File: src/longest_prefix_route_table_unit_macros.svh
// Assertion macros used by the route table engine.
`ifndef LONGEST_PREFIX_ROUTE_TABLE_UNIT_MACROS_SVH
`define LONGEST_PREFIX_ROUTE_TABLE_UNIT_MACROS_SVH

// Same-cycle implication, checked on every clock edge outside reset.
`define LPRT_ASSERT_IMPLY(label, clk, rst_n, ante, cons) \
	label: assert property (@(posedge clk) disable iff (!rst_n) (ante) |-> (cons)) \
		else $error("route table assertion failed");

// Next-cycle implication, checked on every clock edge outside reset.
`define LPRT_ASSERT_NEXT(label, clk, rst_n, ante, cons) \
	label: assert property (@(posedge clk) disable iff (!rst_n) (ante) |=> (cons)) \
		else $error("route table assertion failed");

`endif

File: src/lprt_pkg.sv
// Shared types, constants and helpers of the longest prefix route table.
`timescale 1ns / 1ps

package lprt_pkg;

	// Default table depth and the fixed number of ports the design supports.
	localparam int DefEntries = 64;
	localparam int Ports = 16;

	// Reset value of the output port count register.
	localparam logic [4:0] NumOutputsReset = 5'd16;

	// Longest prefix length that a route can carry.
	localparam logic [5:0] MaxLen = 6'd32;

	// Request kinds.
	typedef enum logic [1:0] {
		KIND_LOOKUP = 2'd0,
		KIND_ADD    = 2'd1,
		KIND_SET    = 2'd2,
		KIND_REMOVE = 2'd3
	} kind_t;

	// Result status codes.
	typedef enum logic [2:0] {
		ST_OK        = 3'd0,
		ST_EXISTS    = 3'd1,
		ST_NOT_FOUND = 3'd2,
		ST_FULL      = 3'd3,
		ST_NO_ROUTE  = 3'd4,
		ST_BAD_PORT  = 3'd5
	} status_t;

	// Engine states.
	typedef enum logic [1:0] {
		S_CLEAR,
		S_IDLE,
		S_SCAN,
		S_COMMIT
	} state_t;

	// One table entry as stored in memory.
	typedef struct packed {
		logic        valid;
		logic [31:0] prefix;
		logic [5:0]  length;
		logic [31:0] gateway;
		logic [3:0]  port;
		logic [7:0]  hops;
	} entry_t;

	// One result as handed to the output channel.
	typedef struct packed {
		status_t     status;
		logic        hit;
		logic [3:0]  port;
		logic [31:0] gateway;
		logic [31:0] next_hop;
	} result_t;

	// Network mask for a prefix length; lengths of 32 or more give all ones.
	function automatic logic [31:0] len_mask(input logic [5:0] len);
		len_mask = ~(32'hFFFF_FFFF >> len);
	endfunction

endpackage

File: src/lprt_engine.sv
// Scan engine: walks the table memory, tracks matches and commits changes.
`timescale 1ns / 1ps
`include "longest_prefix_route_table_unit_macros.svh"

module lprt_engine import lprt_pkg::*; #(
	parameter int ENTRIES = DefEntries,
	localparam int AW = (ENTRIES > 1) ? $clog2(ENTRIES) : 1,
	localparam int CW = AW + 1
) (
	input  logic          clk,
	input  logic          arst_n,
	// Request channel.
	input  logic          in_valid,
	output logic          in_ready,
	input  logic [1:0]    kind,
	input  logic [31:0]   address,
	input  logic [5:0]    prefix_len,
	input  logic [31:0]   gateway,
	input  logic [3:0]    out_port,
	input  logic [7:0]    route_hops,
	// Configuration.
	input  logic [4:0]    num_outputs,
	// Result channel.
	output logic          out_valid,
	input  logic          out_ready,
	output result_t       res,
	// Table memory.
	output logic          mem_we,
	output logic [AW-1:0] mem_waddr,
	output entry_t        mem_wdata,
	output logic          mem_re,
	output logic [AW-1:0] mem_raddr,
	input  entry_t        mem_rdata
);

	state_t state_q, state_d;

	// Latched request.
	kind_t       kind_q;
	logic [31:0] addr_q;
	logic [31:0] prefix_q;
	logic [5:0]  plen_q;
	logic [31:0] gw_q;
	logic [3:0]  port_q;
	logic [7:0]  hops_q;
	logic        bad_q;

	// Scan pointer and read pipeline.
	logic [CW-1:0] rd_cnt_q;
	logic          chk_s1;
	logic [AW-1:0] idx_s1;

	// Match tracking.
	logic          best_found_q;
	logic [5:0]    best_len_q;
	logic [31:0]   best_gw_q;
	logic [3:0]    best_port_q;
	logic [7:0]    best_hops_q;
	logic          exact_found_q;
	logic [AW-1:0] exact_idx_q;
	logic          free_found_q;
	logic [AW-1:0] free_idx_q;

	// Output register.
	logic    out_valid_q;
	result_t res_q;

	// Commit decisions.
	result_t       commit_res;
	logic          commit_we;
	logic [AW-1:0] commit_addr;
	entry_t        commit_entry;
	logic          load_res;

	logic          accept;
	logic          bad_in;
	logic [5:0]    plen_sat;
	logic          scan_end;
	logic          lpm_hit;
	logic          exact_hit;

	assign accept   = in_valid && in_ready;
	assign plen_sat = (prefix_len > MaxLen) ? MaxLen : prefix_len;
	assign scan_end = (rd_cnt_q == CW'(ENTRIES)) && !chk_s1;

	// An add or set naming a port outside the configured range is rejected up front.
	assign bad_in = ((kind_t'(kind) == KIND_ADD) || (kind_t'(kind) == KIND_SET)) &&
		(({1'b0, out_port} >= num_outputs) || (32'(out_port) >= 32'(Ports)));

	// Request latch.
	always_ff @(posedge clk) begin
		if (accept) begin
			kind_q   <= kind_t'(kind);
			addr_q   <= address;
			plen_q   <= plen_sat;
			prefix_q <= address & len_mask(plen_sat);
			gw_q     <= gateway;
			port_q   <= out_port;
			hops_q   <= route_hops;
			bad_q    <= bad_in;
		end
	end

	// State register.
	always_ff @(posedge clk or negedge arst_n) begin
		if (!arst_n) begin
			state_q <= S_CLEAR;
		end else begin
			state_q <= state_d;
		end
	end

	// Scan pointer: sweeps the memory during the clearing pass and each scan.
	always_ff @(posedge clk or negedge arst_n) begin
		if (!arst_n) begin
			rd_cnt_q <= '0;
			chk_s1   <= 1'b0;
		end else begin
			chk_s1 <= mem_re;
			if (accept) begin
				rd_cnt_q <= '0;
			end else if ((state_q == S_CLEAR) || mem_re) begin
				rd_cnt_q <= rd_cnt_q + CW'(1);
			end
		end
	end

	always_ff @(posedge clk) begin
		idx_s1 <= rd_cnt_q[AW-1:0];
	end

	// Per-entry comparisons on the data returned by the memory.
	assign lpm_hit = mem_rdata.valid &&
		((addr_q & len_mask(mem_rdata.length)) == mem_rdata.prefix) &&
		(!best_found_q || (mem_rdata.length > best_len_q));
	assign exact_hit = mem_rdata.valid && !exact_found_q &&
		(mem_rdata.prefix == prefix_q) && (mem_rdata.length == plen_q);

	// Match tracking: longest match, first exact match and first free slot.
	always_ff @(posedge clk or negedge arst_n) begin
		if (!arst_n) begin
			best_found_q  <= 1'b0;
			exact_found_q <= 1'b0;
			free_found_q  <= 1'b0;
		end else if (accept) begin
			best_found_q  <= 1'b0;
			exact_found_q <= 1'b0;
			free_found_q  <= 1'b0;
		end else if (chk_s1) begin
			if (lpm_hit) begin
				best_found_q <= 1'b1;
			end
			if (exact_hit) begin
				exact_found_q <= 1'b1;
			end
			if (!mem_rdata.valid) begin
				free_found_q <= 1'b1;
			end
		end
	end

	always_ff @(posedge clk) begin
		if (chk_s1) begin
			if (lpm_hit) begin
				best_len_q  <= mem_rdata.length;
				best_gw_q   <= mem_rdata.gateway;
				best_port_q <= mem_rdata.port;
				best_hops_q <= mem_rdata.hops;
			end
			if (exact_hit) begin
				exact_idx_q <= idx_s1;
			end
			if (!mem_rdata.valid && !free_found_q) begin
				free_idx_q <= idx_s1;
			end
		end
	end

	// Result and table update chosen at the end of a scan.
	always_comb begin
		commit_res          = '0;
		commit_res.status   = ST_OK;
		commit_we           = 1'b0;
		commit_addr         = exact_idx_q;
		commit_entry.valid   = 1'b1;
		commit_entry.prefix  = prefix_q;
		commit_entry.length  = plen_q;
		commit_entry.gateway = gw_q;
		commit_entry.port    = port_q;
		commit_entry.hops    = hops_q;
		if (bad_q) begin
			commit_res.status = ST_BAD_PORT;
		end else begin
			unique case (kind_q)
				KIND_LOOKUP: begin
					if (best_found_q) begin
						commit_res.hit      = 1'b1;
						commit_res.port     = best_port_q;
						commit_res.gateway  = best_gw_q;
						commit_res.next_hop = ((best_gw_q != 32'd0) && (best_hops_q > 8'd1)) ?
							best_gw_q : addr_q;
					end else begin
						commit_res.status = ST_NO_ROUTE;
					end
				end
				KIND_REMOVE: begin
					commit_entry.valid = 1'b0;
					if (exact_found_q) begin
						commit_we = 1'b1;
					end else begin
						commit_res.status = ST_NOT_FOUND;
					end
				end
				KIND_ADD, KIND_SET: begin
					if (exact_found_q) begin
						if (kind_q == KIND_ADD) begin
							commit_res.status = ST_EXISTS;
						end else begin
							commit_we = 1'b1;
						end
					end else if (free_found_q) begin
						commit_we   = 1'b1;
						commit_addr = free_idx_q;
					end else begin
						commit_res.status = ST_FULL;
					end
				end
				default: begin
					commit_res.status = ST_OK;
				end
			endcase
		end
	end

	// Next state, memory control and handshake.
	always_comb begin
		state_d   = state_q;
		in_ready  = 1'b0;
		mem_re    = 1'b0;
		mem_we    = 1'b0;
		mem_waddr = rd_cnt_q[AW-1:0];
		mem_wdata = '0;
		load_res  = 1'b0;
		unique case (state_q)
			S_CLEAR: begin
				mem_we = 1'b1;
				if (rd_cnt_q == CW'(ENTRIES - 1)) begin
					state_d = S_IDLE;
				end
			end
			S_IDLE: begin
				in_ready = 1'b1;
				if (in_valid) begin
					state_d = bad_in ? S_COMMIT : S_SCAN;
				end
			end
			S_SCAN: begin
				mem_re = (rd_cnt_q != CW'(ENTRIES));
				if (scan_end) begin
					state_d = S_COMMIT;
				end
			end
			S_COMMIT: begin
				if (!out_valid_q || out_ready) begin
					load_res  = 1'b1;
					mem_we    = commit_we;
					mem_waddr = commit_addr;
					mem_wdata = commit_entry;
					state_d   = S_IDLE;
				end
			end
			default: begin
				state_d = S_IDLE;
			end
		endcase
	end

	assign mem_raddr = rd_cnt_q[AW-1:0];

	// Output register keeps the result until it is taken.
	always_ff @(posedge clk or negedge arst_n) begin
		if (!arst_n) begin
			out_valid_q <= 1'b0;
		end else if (load_res) begin
			out_valid_q <= 1'b1;
		end else if (out_ready) begin
			out_valid_q <= 1'b0;
		end
	end

	always_ff @(posedge clk) begin
		if (load_res) begin
			res_q <= commit_res;
		end
	end

	assign out_valid = out_valid_q;
	assign res       = res_q;

	// Reads and writes never share a cycle, so no entry is read while it changes.
	`LPRT_ASSERT_IMPLY(a_no_rw_overlap, clk, arst_n, mem_re, !mem_we)
	// An accepted request always starts a scan or goes straight to commit.
	`LPRT_ASSERT_NEXT(a_accept_starts, clk, arst_n, accept, (state_q == S_SCAN) || (state_q == S_COMMIT))
	// The read pipeline is empty by the time a request commits.
	`LPRT_ASSERT_IMPLY(a_commit_drained, clk, arst_n, state_q == S_COMMIT, !chk_s1 && !mem_re)

endmodule

File: config.mk
export PLATFORM = sky130hd
export DESIGN_NAME = lprt_engine
export DESIGN_NICKNAME = d
export VERILOG_FILES = /design/src/lprt_pkg.sv /design/src/lprt_engine.sv
export VERILOG_INCLUDE_DIRS = /design/src /design/src/src
export SDC_FILE = /design/constraint.sdc
export NUM_CORES = 1
export LEC_CHECK = 0
export ABC_CLOCK_PERIOD_IN_PS = 7190
export BUFFER_PORTS_ARGS = -buffer_cell sky130_fd_sc_hd__buf_4
export CAP_MARGIN = 10
export CORE_ASPECT_RATIO = 1.25
export CORE_UTILIZATION = 40
export CTS_BUF_LIST = sky130_fd_sc_hd__clkbuf_16
export DETAILED_ROUTE_END_ITERATION = 7
export PLACE_DENSITY_LB_ADDON = 0.1
export SETUP_SLACK_MARGIN = 0.02
export SLEW_MARGIN = 0
export SYNTH_ARGS = -nofsm -noshare
export SYNTH_HDL_FRONTEND = slang
export SYNTH_SLANG_ARGS = --single-unit
export TNS_END_PERCENT = 10
File: constraint.sdc
create_clock -name clk -period 7.19 [get_ports clk]
set_input_delay 0.3595 -clock clk [delete_from_list [all_inputs] [get_ports clk]]
set_output_delay 0.3595 -clock clk [all_outputs]
set_load 0.02 [all_outputs]
==> flow_summary.yaml, run 1 <==
synth:
  synth.distinct_cells: 67
  synth_area_leaders: "edfxtp_1 60%, and3_1 4.4%, xor2_1 3.2%"
  synth_warnings: 0
  ys_seq_elements: 270
  yosysMostFrequentCell: "edfxtp_1"
  postSynthCellCount: 964
  synthFlopType: "edfxtp_1"
  yosysTopAreaCellShare_pct: 60.5
  synthTopCellsByCount: "250 x edfxtp_1, 88 x and3_1, 63 x nor2_1, 48 x clkbuf_1, 46 x xor2_1"
  synthArstFlopShare_pct: 5.19
  yosysSeqAreaShare_pct: 64.3
  synth_edf_count: 250
  syn-num-nets: 1160
  avgSynthCellArea_um2: 12.9
  synth_area_mm2: 0.0124
  synth_top_cell_by_area: "edfxtp_1"
sta:
  fmax_ghz: 0.311
  hold_viol: 0
  fin_hold_ws_ps: 23.0
  post-route-period-util_pct: 44.7
  finalSetupViolCount: 0
  tightestPinTransition_ps: 1020
  max-slew-margin-rel_pct: 31.8
  drv_slew: 0
  rsz0062_at_grt: "no"
  period_minus_slack_ps: 3220
  finalSetupTns_ps: 0
  fin_skew_ps: 18.7
placed_design:
  dp_hpwl_um: 28000
  port_buffers: 345
  gp_congestion: 0.896
clocking:
  ctsRootBufferMaster: "clkbuf_16"
  clk_latency_ps: 550
  cts_buffers: 29
  clockBufferDepth: 3
  clkTransAtPathRegs_ps: 60
  h-tree-depth: 1
  cts_resized: 0
  cts.sinks: 270
  cts_tree: "yes"
floorplanning:
  dieWidth_um: 160
  core-area_mm2: 0.0303
  dieArea_mm2: 0.0317
  initial_core_util_pct: 41.0
  fp.dieH_um: 199
  pin_count: 347
  rows: 71
global_route:
  grt_pass1_vias: 9675
  grt_pass1_wl_um: 57000
  grt_max_degree: 85
  antenna_found_initial: 4
  grt_usage_pct: 24.0
  grt_overflow: 0
setup_path:
  reg2reg_slack_ps: 3970
  critPathArrivalTime_ps: 3390
  cp-start-kind: "flop"
  r2r-start: "addr_q[15]"
  crit_fanout: 49
  endpoint_kind: "flop"
  r2r_cells: 7
  crit_required_ps: 7360
  r2r-end: "best_gw_q[25]"
  crit_start: "addr_q[15]"
  critPathKind: "flop to flop"
hold_path:
  holdPathStages: 1
  min_from: "address[2]"
  hold_end: "addr_q[2]"
  hp-class: "input port to flop"
final_layout:
  drive_gt1_share_pct: 28.6
  num-nets-final: 1601
  seqCellArea_mm2: 0.00798
  fill_cells: 2521
  syn_to_final_growth_pct: 40.6
  multiInputGateArea_mm2: 0.00410
power_and_ir_drop:
  ir_drop_mv: 0.201
  pwr_density_cell_mw_per_mm2: 197
  p_leak_nw: 7.30
drt:
  drtAntennaViolNets: 0
  drc_errors: 0
  wire_per_inst_um: 21.3
  drt_iter0_drc: 608
  vias: 9515
  viasPerCell: 5.20
  drt-total-wl_um: 38900
  firstDrtPassIters: 5
outcome:
  status: "complete, no violations"
run:
  drv_cap: 0
## state kept, by name, indices dropped and copies added, names as in the netlist, 2 cells and up
name,cells
exact_idx_q,6
state_q,2
addr_q,32
res,72
port_q,4
hops_q,8
idx_s1,6
gw_q,32
best_gw_q,32
best_len_q,6
plen_q,6
free_idx_q,6
prefix_q,32
rd_cnt_q,7
kind_q,2
best_port_q,4
best_hops_q,7
## area by class of cell
class | count | share of cell area, %
Antenna cell | 3 | 0.0430
Clock buffer | 31 | 4.44
Clock inverter | 20 | 0.975
Inverter | 32 | 0.703
Multi-Input combinational cell | 604 | 23.5
Sequential cell | 270 | 45.7
Tap cell | 401 | 2.87
Timing Repair Buffer | 468 | 21.8
## stage by stage
step	cells	util, %	setup WS (ps)	cell area, um2	total power, mW
final	1829	57.6	3970	17500	3.44
after global routing	1829	57.6	3790	17500	3.53
after CTS	1826	57.6	3970	17400	3.46
after detailed placement	1659	50.6	3640	15300	1.93
after global placement	1659	50.6	3640	15300	1.93
after floorplan	964	-	1920	12400	1.81
## worst max-delay path by stage
stage / end / slack, ps
2_1_floorplan: best_gw_q[0] / 1920
3_3_place_gp: best_port_q[1] / 3640
3_5_place_dp: best_port_q[0] / 3640
4_1_cts: best_gw_q[16] / 3970
5_1_grt: best_gw_q[26] / 3790
6_report: best_gw_q[25] / 3970
## cell usage in the layout (no fill, tap or decap), types with 13 or more instances in the layout
master,netlist,routed
inv_1,31,40
nor2b_1,33,33
dlygate4sd3_1,0,116
a21oi_1,20,20
ha_1,20,19
o21ai_0,28,28
nor2_1,63,63
a21boi_0,15,15
xnor2_1,13,13
and2_1,45,44
nor4_1,27,27
nand3_1,17,17
mux2i_1,39,39
clkbuf_16,0,31
nand4_1,19,19
dfrtp_1,14,14
edfxtp_1,250,250
buf_4,6,352
and3_1,88,88
xor2_1,46,46
nand2_1,28,28
## critical path, cell delays in order, from the launching register on
cell and delay (ps):
edfxtp_1 470, nor2b_1 190, o21ai_0 140, o21ai_0 140
or4_1 530, or4b_1 530, nor4_4 220, buf_4 590
## logic make-up (layout without fill, tap and decap cells)
kind of cell             count (synthesis)  after routing  synth area share [%]
AO/OA/AOI/OAI                          114            114                  6.18
XOR/XNOR                                59             59                  4.16
flip-flops                             270            270                  64.3
AND/OR/NAND/NOR                        370            370                  17.0
multiplexers                            41             41                  3.33
adder cells (fa/ha/maj)                 20             20                  2.02
buffers and inverters                   90            551                  2.98
other                                    0              3                     0
## repair_timing
item,4_1_cts,5_1_grt
endpoints found under the setup margin,0,0
endpoints found under the hold margin,129,0
buffers inserted,0,0
hold buffers,116,0
## routing by layer
layer / GRT usage [%] / vias to the layer above / routed length [um]
met5: 0 / - / 8
met4: 9.12 / 2 / 1090
met3: 5.03 / 68 / 2680
met2: 41.4 / 383 / 19400
met1: 29.5 / 4610 / 15700
li1: - / 4452 / -
## power by group
part / internal (mW) / total [mW] / switching [mW] / leakage [nW]
registers: 1.71 / 1.71 / 0 / 2.62
logic: 0.138 / 0.247 / 0.109 / 4.20
clock network: 0.878 / 1.48 / 0.604 / 0.488
total: 2.72 / 3.44 / 0.713 / 7.30
No activity file was read; power rests on OpenSTA's default activity.
==> run 2, diff against run 1 <==
--- a/config.mk
+++ b/config.mk
@@ -6,7 +6,8 @@
 export SDC_FILE = /design/constraint.sdc
 export NUM_CORES = 1
 export LEC_CHECK = 0
-export ABC_CLOCK_PERIOD_IN_PS = 7190
+export ABC_AREA = 1
+export ABC_CLOCK_PERIOD_IN_PS = 2800
 export BUFFER_PORTS_ARGS = -buffer_cell sky130_fd_sc_hd__buf_4
 export CAP_MARGIN = 10
 export CORE_ASPECT_RATIO = 1.25
==> constraint.sdc (replaced) <==
create_clock -name clk -period 2.8 [get_ports clk]
set_input_delay 0.14 -clock clk [delete_from_list [all_inputs] [get_ports clk]]
set_output_delay 0.14 -clock clk [all_outputs]
set_load 0.02 [all_outputs]
==> run 2 against run 1 <==
Via count up 5.3%. Count of clock-buffer cells in the layout down 2. Synthesized area down 0.48%. Non-clock buffer count up 28. Wire length down 2.5%. Final cell count up 16%. First-iteration DRC count down 5.1%. Sequential power rose to 3.4 times the previous value. Die area down 0.48%. Worst setup slack worse by 3700 ps. Critical path type is now flop to output pin. Critical endpoint is now mem_waddr[5]. Largest cell class unchanged. Largest power group unchanged.
==> flow_summary.yaml, run 2 <==
synth:
  synth_area_mm2: 0.0124
  synth_top_cell_by_area: "edfxtp_1"
  synth_area_leaders: "edfxtp_1 61%, nor2_1 6.9%, inv_1 6.7%"
  postSynthCellCount: 1206
  ys_seq_elements: 270
  yosysMostFrequentCell: "edfxtp_1"
  synth_warnings: 0
  synth_edf_count: 250
  yosysTopAreaCellShare_pct: 60.8
  yosysSeqAreaShare_pct: 64.6
  synthArstFlopShare_pct: 5.19
  syn-num-nets: 1402
  avgSynthCellArea_um2: 10.2
  synthFlopType: "edfxtp_1"
  synth.distinct_cells: 44
  synthTopCellsByCount: "250 x edfxtp_1, 226 x nor2_1, 219 x inv_1, 164 x nand2_1, 65 x o21ai_0"
outcome:
  status: "complete, no violations"
sta:
  finalSetupTns_ps: 0
  finalSetupViolCount: 0
  fin_hold_ws_ps: 23.6
  drv_slew: 0
  rsz0062_at_grt: "no"
  fmax_ghz: 0.389
  post-route-period-util_pct: 91.9
  period_minus_slack_ps: 2570
  max-slew-margin-rel_pct: 49.4
  tightestPinTransition_ps: 756
  fin_ws_ps: 227
  hold_viol: 0
  fin_skew_ps: 16.4
hold_path:
  holdPathStages: 5
  hp-class: "input port to flop"
floorplanning:
  rows: 71
  fp.dieH_um: 198
  core-area_mm2: 0.0302
  initial_core_util_pct: 40.9
  dieArea_mm2: 0.0316
  dieWidth_um: 159
  pin_count: 347
power_and_ir_drop:
  p_leak_nw: 8.08
  pwr_density_cell_mw_per_mm2: 792
  p_total_mw: 14.1
  ir_drop_mv: 0.498
setup_path:
  critPathArrivalTime_ps: 2430
  crit_required_ps: 2660
  path_delay_family: "compound AO/OA/AOI/OAI gates"
  critical_path_buf_inv_count: 2
  cp_num_cells: 7
  endpoint_kind: "output pin"
  cp-start-kind: "flop"
  r2r_cells: 13
  crit_top_cell: "o21ai_0"
  cp_slowest_cell: "nand4_1"
  slowest_delay_ps: 410
  reg2reg_slack_ps: 440
  crit_fanout: 12
  path_cells: "inv_1 > ha_1 > nand4_1 > a21oi_1 > o21ai_0 > o21ai_0 > buf_4"
  critPathKind: "flop to output pin"
global_route:
  antenna_found_initial: 0
  grt_max_degree: 63
  grt_pass1_vias: 10207
  grt_usage_pct: 24.1
  grt_pass1_wl_um: 57600
  grt_overflow: 0
final_layout:
  drive_gt1_share_pct: 24.9
  final_common_cell: "buf_4"
  syn_to_final_growth_pct: 44.0
  design_area_mm2: 0.0178
  final_cells: 2118
  largest_reg_flops: 72
  fin_util_pct: 58.9
  n_antenna_cell: 0
  num-nets-final: 1890
  layout_common_cells: "355 x buf_4, 250 x edfxtp_1, 226 x nor2_1"
  fill_cells: 2644
placed_design:
  dp_hpwl_um: 28600
  dp.cells: 1925
  placed_area_mm2: 0.0154
  port_buffers: 345
  gp_congestion: 0.898
  pre_cts_ws_ps: 291
clocking:
  clockBufferDepth: 3
  cts_tree: "yes"
  cts.sinks: 270
  cts_buffers: 29
  clk_latency_ps: 560
  ctsRootBufferMaster: "clkbuf_16"
  h-tree-depth: 1
  clkTransAtPathRegs_ps: 70
run:
  drv_cap: 0
drt:
  viasPerCell: 4.73
  firstDrtPassIters: 5
  drc_errors: 0
  drtAntennaViolNets: 0
  drt_iter0_drc: 577
  drt-total-wl_um: 37900
  wire_per_inst_um: 17.9
  vias: 10015
-- run 2: changes by cell type after synthesis, moves of 28 or more --
cell	before	now
and2_1	45	0
and3_1	88	1
inv_1	31	219
mux2i_1	39	0
nand2_1	28	164
nand3_1	17	45
nor2_1	63	226
nor2b_1	33	0
o21ai_0	28	65
xor2_1	46	10
-- run 2: worst reg2reg max path, stage by stage, from the launching register on --
cell      delay (ps)
edfxtp_1         320
inv_1             40
ha_1             280
nand2_1           70
nor2_1           150
o21ai_0          110
o211ai_1         100
nand2_1           80
nand2_1           60
nand2_1           50
nor2_1           120
nand3_1          190
inv_2            230
buf_12           230
-- run 2: report_power, final --
part | internal, mW | switching (mW)
combinational | 1.68 | 2.69
clock | 2.36 | 1.61
sequential | 5.38 | 0.381
-- run 2: path summary, 6_finish.rpt --
check	start	to
worst max-delay path	kind_q[0]	mem_waddr[5]
worst min-delay path	num_outputs[4]	state_q[0]
worst max register to register	best_len_q[5]	best_hops_q[4]
worst min register to register	rd_cnt_q[1]	idx_s1[1]
max in group asynchronous	arst_n	state_q[1]
min in group asynchronous	arst_n	rd_cnt_q[3]
-- run 2: layout make-up --
type                            instances  area (um2)  area share, %
Multi-Input combinational cell        673        3360           18.9
Clock buffer                           29         726           4.08
Tap cell                              401         502           2.82
Timing Repair Buffer                  496        4120           23.1
Inverter                              224         848           4.77
Sequential cell                       270        7980           44.8
Clock inverter                         25         263           1.48
-- run 2: logic make-up after synthesis --
kind of cell,Yosys count,share of synthesized area [%]
compound gates,122,5.60
xor+xnor,35,2.48
fa+ha+maj,20,2.03
buf+inv,263,8.46
flops,270,64.6
simple gates,496,16.8
-- run 2: routing by layer --
| metal | GRT usage [%] | share of wire (%) |
|---|---|---|
| met1 | 29.5 | 41 |
| met2 | 43.3 | 51 |
| met3 | 4.55 | 6.6 |
| met4 | 6.52 | 2.0 |
| met5 | 0 | 0 |
-- run 2: repair_timing --
item	4_1_cts	5_1_grt
gates resized for setup	0	1
pin swaps	0	0
setup buffers	3	0
hold buffers	136	0
endpoints found under the setup margin	5	43
endpoints found under the hold margin	182	0
